### src/rtl/core/rdf_pkg.sv
`timescale 1ns / 1ps
// ----------------------------------------------------------------------------
// rdf_pkg
// Shared widths, character constants and types of the radix digit formatter.
// ----------------------------------------------------------------------------
package rdf_pkg;

    // conversion width and derived widths
    localparam int VALUE_BITS = 31;
    localparam int BASE_W     = 5;
    localparam int CHAR_W     = 8;
    localparam int REM_W      = 4;
    localparam int CNT_W      = $clog2(VALUE_BITS + 1);
    localparam int DIG_W      = $clog2(VALUE_BITS);

    // radix limits and ascii codes
    localparam logic [BASE_W-1:0] RADIX_MIN     = BASE_W'(2);
    localparam logic [BASE_W-1:0] RADIX_MAX     = BASE_W'(16);
    localparam logic [CHAR_W-1:0] ASCII_ZERO    = CHAR_W'(48);
    localparam logic [CHAR_W-1:0] ASCII_UPPER_A = CHAR_W'(65);
    localparam logic [CHAR_W-1:0] CHAR_NONE     = CHAR_W'(0);
    localparam logic [REM_W-1:0]  DEC_LIMIT     = REM_W'(9);
    localparam logic [REM_W-1:0]  DEC_SPAN      = REM_W'(10);

    // request into the shared divider
    typedef struct packed {
        logic                  start;
        logic [VALUE_BITS-1:0] dividend;
        logic [BASE_W-1:0]     divisor;
    } t_div_req;

    // result out of the shared divider
    typedef struct packed {
        logic                  done;
        logic [VALUE_BITS-1:0] quot;
        logic [REM_W-1:0]      rem;
    } t_div_rsp;

    // digit value to ascii character
    function automatic logic [CHAR_W-1:0] digit_to_ascii(input logic [REM_W-1:0] d);
        logic [CHAR_W-1:0] c;
        if (d > DEC_LIMIT) begin
            c = ASCII_UPPER_A + CHAR_W'(d - DEC_SPAN);
        end else begin
            c = ASCII_ZERO + CHAR_W'(d);
        end
        return c;
    endfunction

endpackage

### src/rtl/core/rdf_in_if.sv
`timescale 1ns / 1ps
// ----------------------------------------------------------------------------
// rdf_in_if
// Input channel: value and radix with a valid/ready handshake.
// ----------------------------------------------------------------------------
interface rdf_in_if;
    logic                          valid;
    logic                          ready;
    logic [rdf_pkg::VALUE_BITS-1:0] value;
    logic [rdf_pkg::BASE_W-1:0]     base;

    modport source (output valid, output value, output base, input ready);
    modport sink   (input valid, input value, input base, output ready);
endinterface

### src/rtl/core/rdf_out_if.sv
`timescale 1ns / 1ps
// ----------------------------------------------------------------------------
// rdf_out_if
// Output channel: one ascii character per transfer with last and error flags.
// ----------------------------------------------------------------------------
interface rdf_out_if;
    logic                       valid;
    logic                       ready;
    logic [rdf_pkg::CHAR_W-1:0] digit_char;
    logic                       last;
    logic                       bad_base;

    modport source (output valid, output digit_char, output last, output bad_base,
                    input ready);
    modport sink   (input valid, input digit_char, input last, input bad_base,
                    output ready);
endinterface

### src/rtl/core/rdf_divider.sv
`timescale 1ns / 1ps
// ----------------------------------------------------------------------------
// rdf_divider
// Restoring divider, one quotient bit per cycle, shared by every digit.
// ----------------------------------------------------------------------------
module rdf_divider (
    input  logic              i_clk,
    input  logic              i_rst_n,
    input  rdf_pkg::t_div_req i_req,
    output rdf_pkg::t_div_rsp o_rsp
);

    logic [rdf_pkg::VALUE_BITS-1:0] r_quot, n_quot;
    logic [rdf_pkg::REM_W-1:0]      r_rem, n_rem;
    logic [rdf_pkg::BASE_W-1:0]     r_div, n_div;
    logic [rdf_pkg::CNT_W-1:0]      r_cnt, n_cnt;
    logic                           r_busy, n_busy;
    logic                           r_done, n_done;
    logic [rdf_pkg::REM_W:0]        trial;
    logic                           fits;

    // partial remainder with the next dividend bit shifted in
    assign trial = {r_rem, r_quot[rdf_pkg::VALUE_BITS-1]};
    assign fits  = (trial >= r_div);

    // one iteration step
    always_comb begin
        n_quot = r_quot;
        n_rem  = r_rem;
        n_div  = r_div;
        n_cnt  = r_cnt;
        n_busy = r_busy;
        n_done = 1'b0;
        if (i_req.start) begin
            n_quot = i_req.dividend;
            n_rem  = '0;
            n_div  = i_req.divisor;
            n_cnt  = rdf_pkg::CNT_W'(rdf_pkg::VALUE_BITS);
            n_busy = 1'b1;
        end else if (r_busy) begin
            n_quot = {r_quot[rdf_pkg::VALUE_BITS-2:0], fits};
            n_rem  = fits ? rdf_pkg::REM_W'(trial - r_div) : trial[rdf_pkg::REM_W-1:0];
            n_cnt  = r_cnt - rdf_pkg::CNT_W'(1);
            if (r_cnt == rdf_pkg::CNT_W'(1)) begin
                n_busy = 1'b0;
                n_done = 1'b1;
            end
        end
    end

    // control registers
    always_ff @(posedge i_clk) begin
        if (!i_rst_n) begin
            r_busy <= 1'b0;
            r_done <= 1'b0;
            r_cnt  <= '0;
        end else begin
            r_busy <= n_busy;
            r_done <= n_done;
            r_cnt  <= n_cnt;
        end
    end

    // datapath registers
    always_ff @(posedge i_clk) begin
        r_quot <= n_quot;
        r_rem  <= n_rem;
        r_div  <= n_div;
    end

    assign o_rsp.done = r_done;
    assign o_rsp.quot = r_quot;
    assign o_rsp.rem  = r_rem;

endmodule

### src/rtl/core/radix_digit_formatter_top.sv
`timescale 1ns / 1ps
// ----------------------------------------------------------------------------
// radix_digit_formatter_top
// Converts a non-negative integer to ascii digits in radix 2 to 16.
// ----------------------------------------------------------------------------
// Each accepted value is divided repeatedly by its radix in one shared
// restoring divider that yields a quotient bit per cycle; the digits are kept
// in a small buffer and then sent most significant first, each character
// passing through S_PREP, which reads the buffer, and S_EMIT, which waits
// while the sink holds off. A radix outside 2..16 yields a single error
// character (code 0, last and bad_base set). The input is ready only while
// the block is idle and the output register is free or being drained.
// ----------------------------------------------------------------------------
module radix_digit_formatter_top (
    input  logic      i_clk,
    input  logic      i_rst_n,
    rdf_in_if.sink    i_in,
    rdf_out_if.source o_out
);

    localparam logic [1:0] S_IDLE = 2'd0;
    localparam logic [1:0] S_DIV  = 2'd1;
    localparam logic [1:0] S_PREP = 2'd2;
    localparam logic [1:0] S_EMIT = 2'd3;

    logic [1:0]                     r_state, n_state;
    logic [rdf_pkg::BASE_W-1:0]     r_base, n_base;
    logic [rdf_pkg::DIG_W-1:0]      r_idx, n_idx;
    logic                           r_ov, n_ov;
    logic [rdf_pkg::CHAR_W-1:0]     r_char, n_char;
    logic                           r_last, n_last;
    logic                           r_bad, n_bad;
    logic [rdf_pkg::REM_W-1:0]      r_rd;
    logic [rdf_pkg::REM_W-1:0]      r_mem [rdf_pkg::VALUE_BITS];
    logic                           wr_en;
    logic                           slot_free;
    logic                           in_xfer;
    logic                           base_ok;
    rdf_pkg::t_div_req              div_req;
    rdf_pkg::t_div_rsp              div_rsp;

    // shared divider
    rdf_divider u_div (
        .i_clk   (i_clk),
        .i_rst_n (i_rst_n),
        .i_req   (div_req),
        .o_rsp   (div_rsp)
    );

    // handshake terms
    assign slot_free   = !r_ov || o_out.ready;
    assign i_in.ready  = (r_state == S_IDLE) && slot_free;
    assign in_xfer     = i_in.valid && i_in.ready;
    assign base_ok     = i_in.base inside {[rdf_pkg::RADIX_MIN:rdf_pkg::RADIX_MAX]};

    // sequencer
    always_comb begin
        n_state          = r_state;
        n_base           = r_base;
        n_idx            = r_idx;
        n_ov             = r_ov;
        n_char           = r_char;
        n_last           = r_last;
        n_bad            = r_bad;
        wr_en            = 1'b0;
        div_req.start    = 1'b0;
        div_req.dividend = div_rsp.quot;
        div_req.divisor  = r_base;
        if (r_ov && o_out.ready) begin
            n_ov = 1'b0;
        end
        case (r_state)
            S_IDLE: begin
                if (in_xfer) begin
                    if (base_ok) begin
                        n_base           = i_in.base;
                        n_idx            = '0;
                        div_req.start    = 1'b1;
                        div_req.dividend = i_in.value;
                        div_req.divisor  = i_in.base;
                        n_state          = S_DIV;
                    end else begin
                        n_ov   = 1'b1;
                        n_char = rdf_pkg::CHAR_NONE;
                        n_last = 1'b1;
                        n_bad  = 1'b1;
                    end
                end
            end
            S_DIV: begin
                if (div_rsp.done) begin
                    wr_en = 1'b1;
                    if (div_rsp.quot == '0) begin
                        n_state = S_PREP;
                    end else begin
                        div_req.start = 1'b1;
                        n_idx         = r_idx + rdf_pkg::DIG_W'(1);
                    end
                end
            end
            S_PREP: begin
                n_state = S_EMIT;
            end
            S_EMIT: begin
                if (slot_free) begin
                    n_ov   = 1'b1;
                    n_char = rdf_pkg::digit_to_ascii(r_rd);
                    n_last = (r_idx == '0);
                    n_bad  = 1'b0;
                    if (r_idx == '0) begin
                        n_state = S_IDLE;
                    end else begin
                        n_idx   = r_idx - rdf_pkg::DIG_W'(1);
                        n_state = S_PREP;
                    end
                end
            end
            default: begin
                n_state = S_IDLE;
            end
        endcase
    end

    // control registers
    always_ff @(posedge i_clk) begin
        if (!i_rst_n) begin
            r_state <= S_IDLE;
            r_ov    <= 1'b0;
            r_idx   <= '0;
        end else begin
            r_state <= n_state;
            r_ov    <= n_ov;
            r_idx   <= n_idx;
        end
    end

    // payload registers
    always_ff @(posedge i_clk) begin
        r_base <= n_base;
        r_char <= n_char;
        r_last <= n_last;
        r_bad  <= n_bad;
    end

    // digit buffer, least significant digit at index zero
    always_ff @(posedge i_clk) begin
        if (wr_en) begin
            r_mem[r_idx] <= div_rsp.rem;
        end
    end

    // registered read of the digit to send next
    always_ff @(posedge i_clk) begin
        r_rd <= r_mem[r_idx];
    end

    // output transfer
    assign o_out.valid      = r_ov;
    assign o_out.digit_char = r_char;
    assign o_out.last       = r_last;
    assign o_out.bad_base   = r_bad;

endmodule
### src/flat_wrapper.sv
// flat-port wrapper written by rule: the top's interface ports become plain ports
module radix_digit_formatter_top_flat 
  (i_clk, i_rst_n, i_in_valid, i_in_value, i_in_base, i_in_ready, o_out_valid, o_out_digit_char, o_out_last, o_out_bad_base, o_out_ready);
  rdf_in_if i_in_i ();
  rdf_out_if o_out_i ();
  input  logic i_clk;
  input  logic i_rst_n;
  input wire logic [$bits(i_in_i.valid)-1:0] i_in_valid;
  input wire logic [$bits(i_in_i.value)-1:0] i_in_value;
  input wire logic [$bits(i_in_i.base)-1:0] i_in_base;
  output wire logic [$bits(i_in_i.ready)-1:0] i_in_ready;
  output wire logic [$bits(o_out_i.valid)-1:0] o_out_valid;
  output wire logic [$bits(o_out_i.digit_char)-1:0] o_out_digit_char;
  output wire logic [$bits(o_out_i.last)-1:0] o_out_last;
  output wire logic [$bits(o_out_i.bad_base)-1:0] o_out_bad_base;
  input wire logic [$bits(o_out_i.ready)-1:0] o_out_ready;
  assign i_in_i.valid = i_in_valid;
  assign i_in_i.value = i_in_value;
  assign i_in_i.base = i_in_base;
  assign i_in_ready = i_in_i.ready;
  assign o_out_valid = o_out_i.valid;
  assign o_out_digit_char = o_out_i.digit_char;
  assign o_out_last = o_out_i.last;
  assign o_out_bad_base = o_out_i.bad_base;
  assign o_out_i.ready = o_out_ready;
  radix_digit_formatter_top u_core (.i_clk(i_clk), .i_rst_n(i_rst_n), .i_in(i_in_i), .o_out(o_out_i));
endmodule
### config.mk
export PLATFORM = sky130hd
export DESIGN_NAME = radix_digit_formatter_top_flat
export DESIGN_NICKNAME = d
export VERILOG_FILES = /design/src/rtl/core/rdf_pkg.sv /design/src/rtl/core/rdf_in_if.sv /design/src/rtl/core/rdf_out_if.sv /design/src/rtl/core/rdf_divider.sv /design/src/rtl/core/radix_digit_formatter_top.sv /design/src/flat_wrapper.sv
export SDC_FILE = /design/constraint.sdc
export NUM_CORES = 1
export LEC_CHECK = 0
export ABC_AREA = 1
export BUFFER_PORTS_ARGS = -buffer_cell sky130_fd_sc_hd__buf_2
export CORE_ASPECT_RATIO = 0.7
export CORE_MARGIN = 10
export CORE_UTILIZATION = 42
export CTS_CLUSTER_SIZE = 8
export DETAILED_ROUTE_END_ITERATION = 12
export PLACE_DENSITY_LB_ADDON = 0.1
export SLEW_MARGIN = 15
export SYNTH_ARGS = -nofsm -noshare
export SYNTH_HDL_FRONTEND = slang
export SYNTH_SLANG_ARGS = --single-unit
### constraint.sdc
create_clock -name i_clk -period 4.7 [get_ports i_clk]
set_input_delay 0 -clock i_clk [delete_from_list [all_inputs] [get_ports i_clk]]
set_output_delay 0 -clock i_clk [all_outputs]
set_load 0.05 [all_outputs]
==> results_tabular.tex, run 1 <==
\begin{tabular}{lr}
\hline
Metric & Value \\
\hline
\multicolumn{2}{l}{\textbf{Timing}} \\
\quad Transition time at the pin with the least slew margin & 0.872 ns \\
\quad Max-slew violation count & 0 \\
\quad Final worst-path cycle share & 56.2\% \\
\quad Time the worst path needs with I/O delays and setup & 2.64 ns \\
\quad Unrepaired setup endpoints after global routing & no \\
\quad Relative max-transition margin & 41.7\% \\
\quad Clock Skew & 0.0126 ns \\
\quad Final-layout setup total negative slack & 0 ns \\
\quad Total of endpoints with negative setup slack in the final report & 0 \\
\quad Number of hold-slack violations in the final timing report & 0 \\
\quad Maximum clock rate & 0.379 GHz \\
\quad Final critical-path setup slack & 2.06 ns \\
\multicolumn{2}{l}{\textbf{Placement}} \\
\quad Post-detailed-placement half-perimeter wirelength & 13.3 mm \\
\quad Worst slack at placement & 2.11 ns \\
\quad Placer's final routability congestion estimate & 0.811 \\
\quad Input/output buffers & 50 \\
\multicolumn{2}{l}{\textbf{Cells and area}} \\
\quad Number of nets in the layout & 958 \\
\quad Diode insertion count for antenna repair & 0 \\
\quad Fraction of layout cells with a size suffix above 1 & 11.9\% \\
\quad Layout overhead on the synthesized area & 16.5\% \\
\multicolumn{2}{l}{\textbf{Worst setup path}} \\
\quad Most numerous cell on the critical path & sky130\_fd\_sc\_hd\_\_nand2\_1 \\
\quad Largest stage delay on the critical path & 0.52 ns \\
\quad Arrival time at the worst endpoint & 2.96 ns \\
\quad Type of the setup path with the least slack & register to register \\
\quad Slowest-stage cell, CP & sky130\_fd\_sc\_hd\_\_fa\_1 \\
\quad Worst path top cell family by delay & adder cells \\
\quad Cell breakdown of the critical path & ha\_1 -> clkinv\_1 -> fa\_1 -> inv\_1 -> nand3\_1 -> nand2\_1 -> nand2\_1 -> nand3\_1 -> nand4\_1 -> nand2\_1 -> nor2\_1 \\
\quad Worst setup SP type & register \\
\quad Critical path required time & 5.02 ns \\
\quad Critical path capture point type & register \\
\quad CP Buf/Inv Count & 2 \\
\quad CP Max Fanout & 11 \\
\quad Slack of the worst reg-to-reg path & 2.06 ns \\
\multicolumn{2}{l}{\textbf{Floorplanning}} \\
\quad Num rows & 44 \\
\quad Height of the die & 141 um \\
\quad Die area & 27200 um2 \\
\quad CORE AREA & 20600 um2 \\
\quad Overall die width & 193 um \\
\quad \# IOs & 52 \\
\quad Starting Density & 42.5\% \\
\multicolumn{2}{l}{\textbf{Global route}} \\
\quad Antenna violations before repair & 0 \\
\quad Pin count of the biggest net entering global routing & 42 \\
\quad Total routing usage reported by global routing & 15.0\% \\
\quad Wire length of the first global-routing pass & 31.6 mm \\
\quad Global route overflow & 0 \\
\quad Vias in the first global route & 6053 \\
\multicolumn{2}{l}{\textbf{Logic synthesis}} \\
\quad Number of register bits inferred by synthesis & 197 \\
\quad Netlist Area Pre-Place & 8780 um2 \\
\quad Total number of yosys warnings & 0 \\
\quad Post-Synthesis Mean Instance Area & 10.8 um2 \\
\quad Synth Instances & 812 \\
\quad Distinct cell type count of the synthesized netlist & 37 \\
\quad Share of the synthesized area in the top cell type & 59.5\% \\
\quad Dominant cell type by area after synthesis & sky130\_fd\_sc\_hd\_\_edfxtp\_1 \\
\quad Syn Nets & 873 \\
\quad Proportion of synthesized chip area in sequential cells & 64.8\% \\
\quad Leading post-synthesis cells by cell area & sky130\_fd\_sc\_hd\_\_edfxtp\_1 (60\%), sky130\_fd\_sc\_hd\_\_nand2\_1 (9.7\%), sky130\_fd\_sc\_hd\_\_dfxtp\_1 (5.2\%) \\
\multicolumn{2}{l}{\textbf{Detailed routing}} \\
\quad Number of optimization iterations in the first detailed-route pass & 5 \\
\quad WL/cell & 16.7 um \\
\quad Via-to-Cell Ratio & 5.03 \\
\quad Final ANT Viol Nets & 0 \\
\quad DRC violation count after routing & 0 \\
\quad Via Count & 5960 \\
\quad Total Wirelength & 19.8 mm \\
\quad Number of DRC violations after detailed-routing iteration 0 & 538 \\
\multicolumn{2}{l}{\textbf{Clock network}} \\
\quad Source-to-sink clock delay at the later pin of the worst-skew pair & 0.44 ns \\
\quad Sink Count & 197 \\
\quad Cts repair resizes & 0 \\
\quad Count of H-tree levels built during CTS & 4 \\
\quad Clock buffers created by TritonCTS & 17 \\
\quad CTS tree & yes \\
\quad CTS Root Cell & sky130\_fd\_sc\_hd\_\_clkbuf\_16 \\
\quad Maximum count of clock buffers along a single path & 2 \\
\quad Clk pin slew, worst setup/hold paths & 0.07 ns \\
\multicolumn{2}{l}{\textbf{Flow run}} \\
\quad Number of violations of the max-capacitance limit & 0 \\
\multicolumn{2}{l}{\textbf{Power and ir drop}} \\
\quad P\_leak & 0.00405 uW \\
\quad Power density over the cells & 533 nW/um2 \\
\quad Worst voltage drop across the vdd grid & 0.000336 V \\
\multicolumn{2}{l}{\textbf{Hold path}} \\
\quad Worst Hold Class & primary input to register \\
\multicolumn{2}{l}{\textbf{Status}} \\
\quad Result of the run & finished clean \\
\hline
\end{tabular}
==> layout make-up <==
| type | instances | area [um2] |
|---|---|---|
| Fill cell | 1860 | 10400 |
| Sequential cell | 197 | 5690 |
| Multi-Input combinational cell | 520 | 2660 |
| Timing Repair Buffer | 94 | 673 |
| Clock buffer | 22 | 464 |
| Tap cell | 276 | 345 |
| Inverter | 67 | 251 |
| Clock inverter | 10 | 150 |
==> synth_stat cells <==
master                     number
sky130_fd_sc_hd__a211oi_1       1
sky130_fd_sc_hd__a21o_1         1
sky130_fd_sc_hd__a21oi_1       13
sky130_fd_sc_hd__a22oi_1       55
sky130_fd_sc_hd__a22oi_2        1
sky130_fd_sc_hd__a31oi_1        1
sky130_fd_sc_hd__a31oi_4        1
sky130_fd_sc_hd__buf_2         16
sky130_fd_sc_hd__buf_4          6
sky130_fd_sc_hd__buf_6          5
sky130_fd_sc_hd__clkbuf_1       1
sky130_fd_sc_hd__clkinv_1       1
sky130_fd_sc_hd__conb_1         1
sky130_fd_sc_hd__dfxtp_1       23
sky130_fd_sc_hd__edfxtp_1     174
sky130_fd_sc_hd__fa_1           2
sky130_fd_sc_hd__ha_1          19
sky130_fd_sc_hd__inv_1         60
sky130_fd_sc_hd__inv_2          6
sky130_fd_sc_hd__nand2_1      227
sky130_fd_sc_hd__nand2_2        2
sky130_fd_sc_hd__nand3_1       55
sky130_fd_sc_hd__nand3_2        1
sky130_fd_sc_hd__nand3b_1       2
sky130_fd_sc_hd__nand4_1       10
sky130_fd_sc_hd__nor2_1        84
sky130_fd_sc_hd__nor2_2         1
sky130_fd_sc_hd__nor2_4         3
sky130_fd_sc_hd__nor3_1         7
sky130_fd_sc_hd__nor3_2         1
sky130_fd_sc_hd__o211a_1        1
sky130_fd_sc_hd__o21ai_0       13
sky130_fd_sc_hd__o21ai_1        4
sky130_fd_sc_hd__o21ai_4        1
sky130_fd_sc_hd__or2_2          4
sky130_fd_sc_hd__xnor2_1        5
sky130_fd_sc_hd__xor2_1         4
==> metal layers <==
metal | track usage, % | wire [um]
met5 | 0 | 0
met1 | 21.0 | 9820
met3 | 3.99 | 950
met2 | 22.4 | 8790
met4 | 3.91 | 194
==> placed cells by master, fill, tap and decap left out, types with 2 or more instances in the layout <==
| cell | n |
|---|---|
| sky130_fd_sc_hd__a22oi_1 | 55 |
| sky130_fd_sc_hd__edfxtp_1 | 174 |
| sky130_fd_sc_hd__nor2_4 | 3 |
| sky130_fd_sc_hd__clkbuf_8 | 2 |
| sky130_fd_sc_hd__nand4_1 | 10 |
| sky130_fd_sc_hd__xnor2_1 | 5 |
| sky130_fd_sc_hd__buf_4 | 7 |
| sky130_fd_sc_hd__buf_2 | 50 |
| sky130_fd_sc_hd__fa_1 | 2 |
| sky130_fd_sc_hd__dfxtp_1 | 23 |
| sky130_fd_sc_hd__clkinvlp_4 | 3 |
| sky130_fd_sc_hd__inv_1 | 60 |
| sky130_fd_sc_hd__nor3_1 | 7 |
| sky130_fd_sc_hd__nor2_1 | 84 |
| sky130_fd_sc_hd__clkinv_4 | 3 |
| sky130_fd_sc_hd__clkbuf_16 | 17 |
| sky130_fd_sc_hd__dlygate4sd3_1 | 37 |
| sky130_fd_sc_hd__a21oi_1 | 13 |
| sky130_fd_sc_hd__bufinv_16 | 3 |
| sky130_fd_sc_hd__o21ai_0 | 12 |
| sky130_fd_sc_hd__o21ai_1 | 4 |
| sky130_fd_sc_hd__or2_2 | 4 |
| sky130_fd_sc_hd__ha_1 | 19 |
| sky130_fd_sc_hd__nand2_1 | 227 |
| sky130_fd_sc_hd__nand3b_1 | 2 |
| sky130_fd_sc_hd__inv_2 | 6 |
| sky130_fd_sc_hd__clkbuf_1 | 3 |
| sky130_fd_sc_hd__xor2_1 | 4 |
| sky130_fd_sc_hd__nand2_2 | 2 |
| sky130_fd_sc_hd__nand3_1 | 55 |
==> sequential cells by signal, summed over array words and instances, names as in the netlist <==
name                     cells
u_core.u_div.r_busy          1
u_core.r_state               2
u_core.u_div.r_cnt           5
u_core.o_out.digit_char      7
u_core.o_out.bad_base        1
u_core.o_out.last            1
u_core.u_div.r_rem           4
u_core.r_base                5
u_core.u_div.r_quot         31
u_core.r_idx                 5
u_core.o_out.valid           1
u_core.r_mem               124
u_core.u_div.r_done          1
u_core.u_div.r_div           5
u_core.r_rd                  4
==> cell families after synthesis <==
logic type / after synthesis / synth area share [%]
adder cells (fa/ha/maj): 21 / 3.16
AND/OR/NAND/NOR: 397 / 18.8
buffers and inverters: 95 / 4.97
AO/OA/AOI/OAI: 92 / 7.34
other: 1 / 0.0427
XOR/XNOR: 9 / 0.898
flip-flops: 197 / 64.8
==> repair_timing <==
item                                   4_1_cts  5_1_grt
endpoints found under the hold margin       50        0
setup buffers                                0        0
setup endpoints to repair                    0        0
hold buffers                                37        0
==> worst paths after layout <==
| kind | start | to | cells after the start |
|---|---|---|---|
| setup / recovery | u_core.r_state[0] | u_core.r_idx[4] | 11 |
| hold / removal | i_in_valid | u_core.o_out.valid | 5 |
| setup reg to reg | u_core.r_state[0] | u_core.r_idx[4] | 11 |
| hold reg to reg | u_core.r_state[0] | u_core.r_state[0] | 2 |
==> metrics by stage <==
step / power, uW / utilization [%] / instances / area [um2] / hold slack [ns]
after floorplan: 3540 / - / 812 / 8780 / 0.0989
after global placement: 3950 / 44.8 / 1117 / 9250 / 0.213
after detailed placement: 3970 / 44.8 / 1117 / 9250 / 0.213
after CTS: 5510 / 49.6 / 1186 / 10200 / 0.0260
after global routing: 5800 / 49.6 / 1186 / 10200 / 0.0768
final: 5450 / 49.6 / 1186 / 10200 / 0.0551
==> power by group <==
part           internal, uW  switching (uW)
clock                   872             629
sequential             2250             122
combinational           493            1090
total                  3610            1840
==> tightest hold or removal path, cell delays in order <==
cell and delay (ns):
sky130_fd_sc_hd__buf_2 0.10, sky130_fd_sc_hd__nand3_1 0.10, sky130_fd_sc_hd__o21ai_0 0.10, sky130_fd_sc_hd__nand2_1 0.06, sky130_fd_sc_hd__a31oi_1 0.08
No activity file was read; power rests on OpenSTA's default activity.
==> run 2, diff against run 1 <==
==> constraint.sdc (replaced) <==
create_clock -name i_clk -period 2.5 [get_ports i_clk]
set_input_delay 0 -clock i_clk [delete_from_list [all_inputs] [get_ports i_clk]]
set_output_delay 0 -clock i_clk [all_outputs]
set_load 0.05 [all_outputs]
==> results_tabular.tex, run 2 (synthesis results as in run 1) <==
\begin{tabular}{lr}
\hline
Metric & Value \\
\hline
\multicolumn{2}{l}{\textbf{Flow run}} \\
\quad Number of violations of the max-capacitance limit & 0 (unchanged) \\
\multicolumn{2}{l}{\textbf{Floorplanning}} \\
\quad CORE AREA & 20600 um2 (unchanged) \\
\quad Die area & 27200 um2 (unchanged) \\
\quad Height of the die & 141 um (unchanged) \\
\quad Overall die width & 193 um (unchanged) \\
\quad Starting Density & 42.5\% (unchanged) \\
\quad Num rows & 44 (unchanged) \\
\quad \# IOs & 52 (unchanged) \\
\multicolumn{2}{l}{\textbf{Timing}} \\
\quad Transition time at the pin with the least slew margin & 0.693 ns (-0.179 ns) \\
\quad Final worst-path cycle share & 87.6\% (+31 points) \\
\quad Maximum clock rate & 0.457 GHz (+20\%) \\
\quad Unrepaired setup endpoints after global routing & no \\
\quad Number of hold-slack violations in the final timing report & 0 (unchanged) \\
\quad Max-slew violation count & 0 (unchanged) \\
\quad Relative max-transition margin & 53.5\% (+12 points) \\
\quad Final-layout setup total negative slack & 0 ns (unchanged) \\
\quad Final critical-path setup slack & 0.310 ns (-1.75 ns) \\
\quad Total of endpoints with negative setup slack in the final report & 0 (unchanged) \\
\quad Time the worst path needs with I/O delays and setup & 2.19 ns (-0.449 ns) \\
\quad Clock Skew & 0.0149 ns (+0.00237 ns) \\
\multicolumn{2}{l}{\textbf{Cells and area}} \\
\quad Layout overhead on the synthesized area & 18.2\% \\
\quad Fraction of layout cells with a size suffix above 1 & 13.2\% (+1.3 points) \\
\quad Largest register by flop count & u\_core.r\_mem \\
\quad Most frequent cells in the layout & sky130\_fd\_sc\_hd\_\_nand2\_1 (227), sky130\_fd\_sc\_hd\_\_edfxtp\_1 (174), sky130\_fd\_sc\_hd\_\_nor2\_1 (84) \\
\quad Filler instances & 1809 (-2.7\%) \\
\quad Flip-flop count of the largest register after layout & 124 (unchanged) \\
\quad Most common library cell in the layout ignoring fill and taps & sky130\_fd\_sc\_hd\_\_nand2\_1 \\
\quad Number of nets in the layout & 968 (+1.0\%) \\
\quad Non-filler cells, final & 1197 (+0.93\%) \\
\quad Post-route core utilization & 50.3\% (+0.71 points) \\
\multicolumn{2}{l}{\textbf{Detailed routing}} \\
\quad Via Count & 6073 (+1.9\%) \\
\quad DRC violation count after routing & 0 (unchanged) \\
\quad Via-to-Cell Ratio & 5.07 (+0.96\%) \\
\quad Number of DRC violations after detailed-routing iteration 0 & 483 (-10\%) \\
\quad WL/cell & 16.7 um (about the same) \\
\quad Number of optimization iterations in the first detailed-route pass & 5 (unchanged) \\
\quad Total Wirelength & 19.9 mm (+0.89\%) \\
\quad Final ANT Viol Nets & 0 (unchanged) \\
\multicolumn{2}{l}{\textbf{Clock network}} \\
\quad Cts repair resizes & 0 (unchanged) \\
\quad Maximum count of clock buffers along a single path & 2 (unchanged) \\
\quad Source-to-sink clock delay at the later pin of the worst-skew pair & 0.44 ns (about the same) \\
\quad Sink Count & 197 (unchanged) \\
\quad CTS tree & yes \\
\quad CTS Root Cell & sky130\_fd\_sc\_hd\_\_clkbuf\_16 \\
\quad Clock buffers created by TritonCTS & 17 (unchanged) \\
\quad Count of H-tree levels built during CTS & 4 (unchanged) \\
\quad Clk pin slew, worst setup/hold paths & 0.08 ns (about the same) \\
\multicolumn{2}{l}{\textbf{Power and ir drop}} \\
\quad P\_leak & 0.00414 uW (+2.2\%) \\
\quad Worst voltage drop across the vdd grid & 0.000480 V (+43\%) \\
\quad Power density over the cells & 1010 nW/um2 (+90\%) \\
\multicolumn{2}{l}{\textbf{Worst setup path}} \\
\quad Critical path capture point type & register \\
\quad CP Max Fanout & 8 (-3) \\
\quad Cell breakdown of the critical path & inv\_1 -> ha\_1 -> nand2\_1 -> inv\_1 -> nand2\_1 -> nor2\_1 \\
\quad Type of the setup path with the least slack & register to register \\
\quad Critical path required time & 2.59 ns (-2.43 ns) \\
\quad Beginning of the worst register-to-register path & u\_core.r\_state[1] \\
\quad Slack of the worst reg-to-reg path & 0.31 ns (-1.75 ns) \\
\quad CP Buf/Inv Count & 2 (unchanged) \\
\quad Worst setup SP type & register \\
\quad Slowest-stage cell, CP & sky130\_fd\_sc\_hd\_\_nor2\_1 \\
\quad Capture instance of the worst register-to-register path & u\_core.r\_mem[10][1] \\
\quad Arrival time at the worst endpoint & 2.28 ns (-0.68 ns) \\
\quad Number of cell instances on the worst register-to-register path & 6 (-5) \\
\quad Worst path top cell family by delay & simple AND/OR/NAND/NOR gates \\
\quad Largest stage delay on the critical path & 0.44 ns (-0.08 ns) \\
\multicolumn{2}{l}{\textbf{Placement}} \\
\quad Placer's final routability congestion estimate & 0.796 (-1.9\%) \\
\quad Cell Count Post-Placement & 1127 (+0.90\%) \\
\quad Input/output buffers & 50 (unchanged) \\
\quad Post-detailed-placement half-perimeter wirelength & 13.4 mm (+0.83\%) \\
\quad Worst slack at placement & 0.311 ns (-1.80 ns) \\
\multicolumn{2}{l}{\textbf{Global route}} \\
\quad Global route overflow & 0 (unchanged) \\
\quad Vias in the first global route & 6057 (+0.066\%) \\
\quad Wire length of the first global-routing pass & 32.2 mm (+1.8\%) \\
\quad Antenna violations before repair & 1 (+1) \\
\quad Pin count of the biggest net entering global routing & 35 (-17\%) \\
\quad Total routing usage reported by global routing & 15.1\% (+0.15 points) \\
\multicolumn{2}{l}{\textbf{Hold path}} \\
\quad Launch instance of the worst min-delay path & i\_in\_valid \\
\quad Worst Hold Class & primary input to register \\
\quad Endpoint with the worst hold slack & u\_core.o\_out.valid \\
\quad Cell depth of the worst min-delay path & 5 (unchanged) \\
\multicolumn{2}{l}{\textbf{Status}} \\
\quad Result of the run & finished clean \\
\hline
\end{tabular}
==> run 2: cell types whose count changed in the layout (fill, tap and decap cells not counted) <==
cell,delta
sky130_fd_sc_hd__buf_4,+8
sky130_fd_sc_hd__buf_12,+2
sky130_fd_sc_hd__clkinvlp_4,-2
sky130_fd_sc_hd__inv_8,+3
sky130_fd_sc_hd__clkinv_8,+1
sky130_fd_sc_hd__inv_6,+5
sky130_fd_sc_hd__clkbuf_8,-2
sky130_fd_sc_hd__bufinv_16,+1
sky130_fd_sc_hd__diode_2,+1
sky130_fd_sc_hd__clkinv_4,-3
sky130_fd_sc_hd__clkbuf_1,-3
==> run 2: stage by stage <==
stage	hold slack (ns)	cell area, um2	power [uW]
after floorplan	0.0989	8780	6650
after global placement	0.208	9350	7450
after detailed placement	0.213	9350	7510
after CTS	0.0753	10400	10600
after global routing	0.107	10400	11100
final	0.0924	10400	10500
==> run 2: timing repair <==
action | 4_1_cts | 5_1_grt
endpoints found under the hold margin | 51 | 0
hold buffers | 37 | 0
buffers inserted | 0 | 0
==> run 2: cell type report <==
type / count / area [um2] / area share, %
multi-input cells: 520 / 2660 / 25.6
well taps: 276 / 345 / 3.33
clock inverters: 15 / 233 / 2.24
flip-flops and latches: 197 / 5690 / 54.8
repair buffers: 104 / 773 / 7.45
clock buffers: 17 / 425 / 4.10
inverters: 67 / 251 / 2.42
diodes: 1 / 2.50 / 0.0241
==> run 2: where the power goes <==
group | internal [uW] | leakage [uW] | switching [uW]
Sequential | 4220 | 0.00180 | 220
Combinational | 981 | 0.00202 | 2060
Clock | 1730 | 0.000320 | 1270
==> run 2: tightest hold or removal path, delay by kind of cell <==
kind,cells,cell delay (ns)
compound gates,2,0.20
simple gates,2,0.18
buf+inv,1,0.10
==> run 2: how the worst max path moves through the flow <==
stage,start,endpoint,cells after the start
5_1_grt,u_core.r_state[1],u_core.r_mem[10][1],6
6_report,u_core.r_state[1],u_core.r_mem[10][1],6
3_5_place_dp,u_core.r_state[1],u_core.r_mem[10][1],6
4_1_cts,u_core.r_state[1],u_core.r_mem[10][0],6
2_1_floorplan,u_core.u_div.r_quot[23],u_core.u_div.r_quot[0],7
3_3_place_gp,u_core.r_state[1],u_core.r_mem[2][3],6
==> run 2: layer usage <==
layer | part of all wire (%) | vias to the layer above | wire length [um] | GRT usage, %
li1 | - | 2989 | - | -
met1 | 47 | 2908 | 9450 | 21.2
met2 | 46 | 156 | 9080 | 23.1
met3 | 5.7 | 20 | 1140 | 3.25
met4 | 1.3 | 0 | 262 | 4.27
met5 | 0 | - | 0 | 0
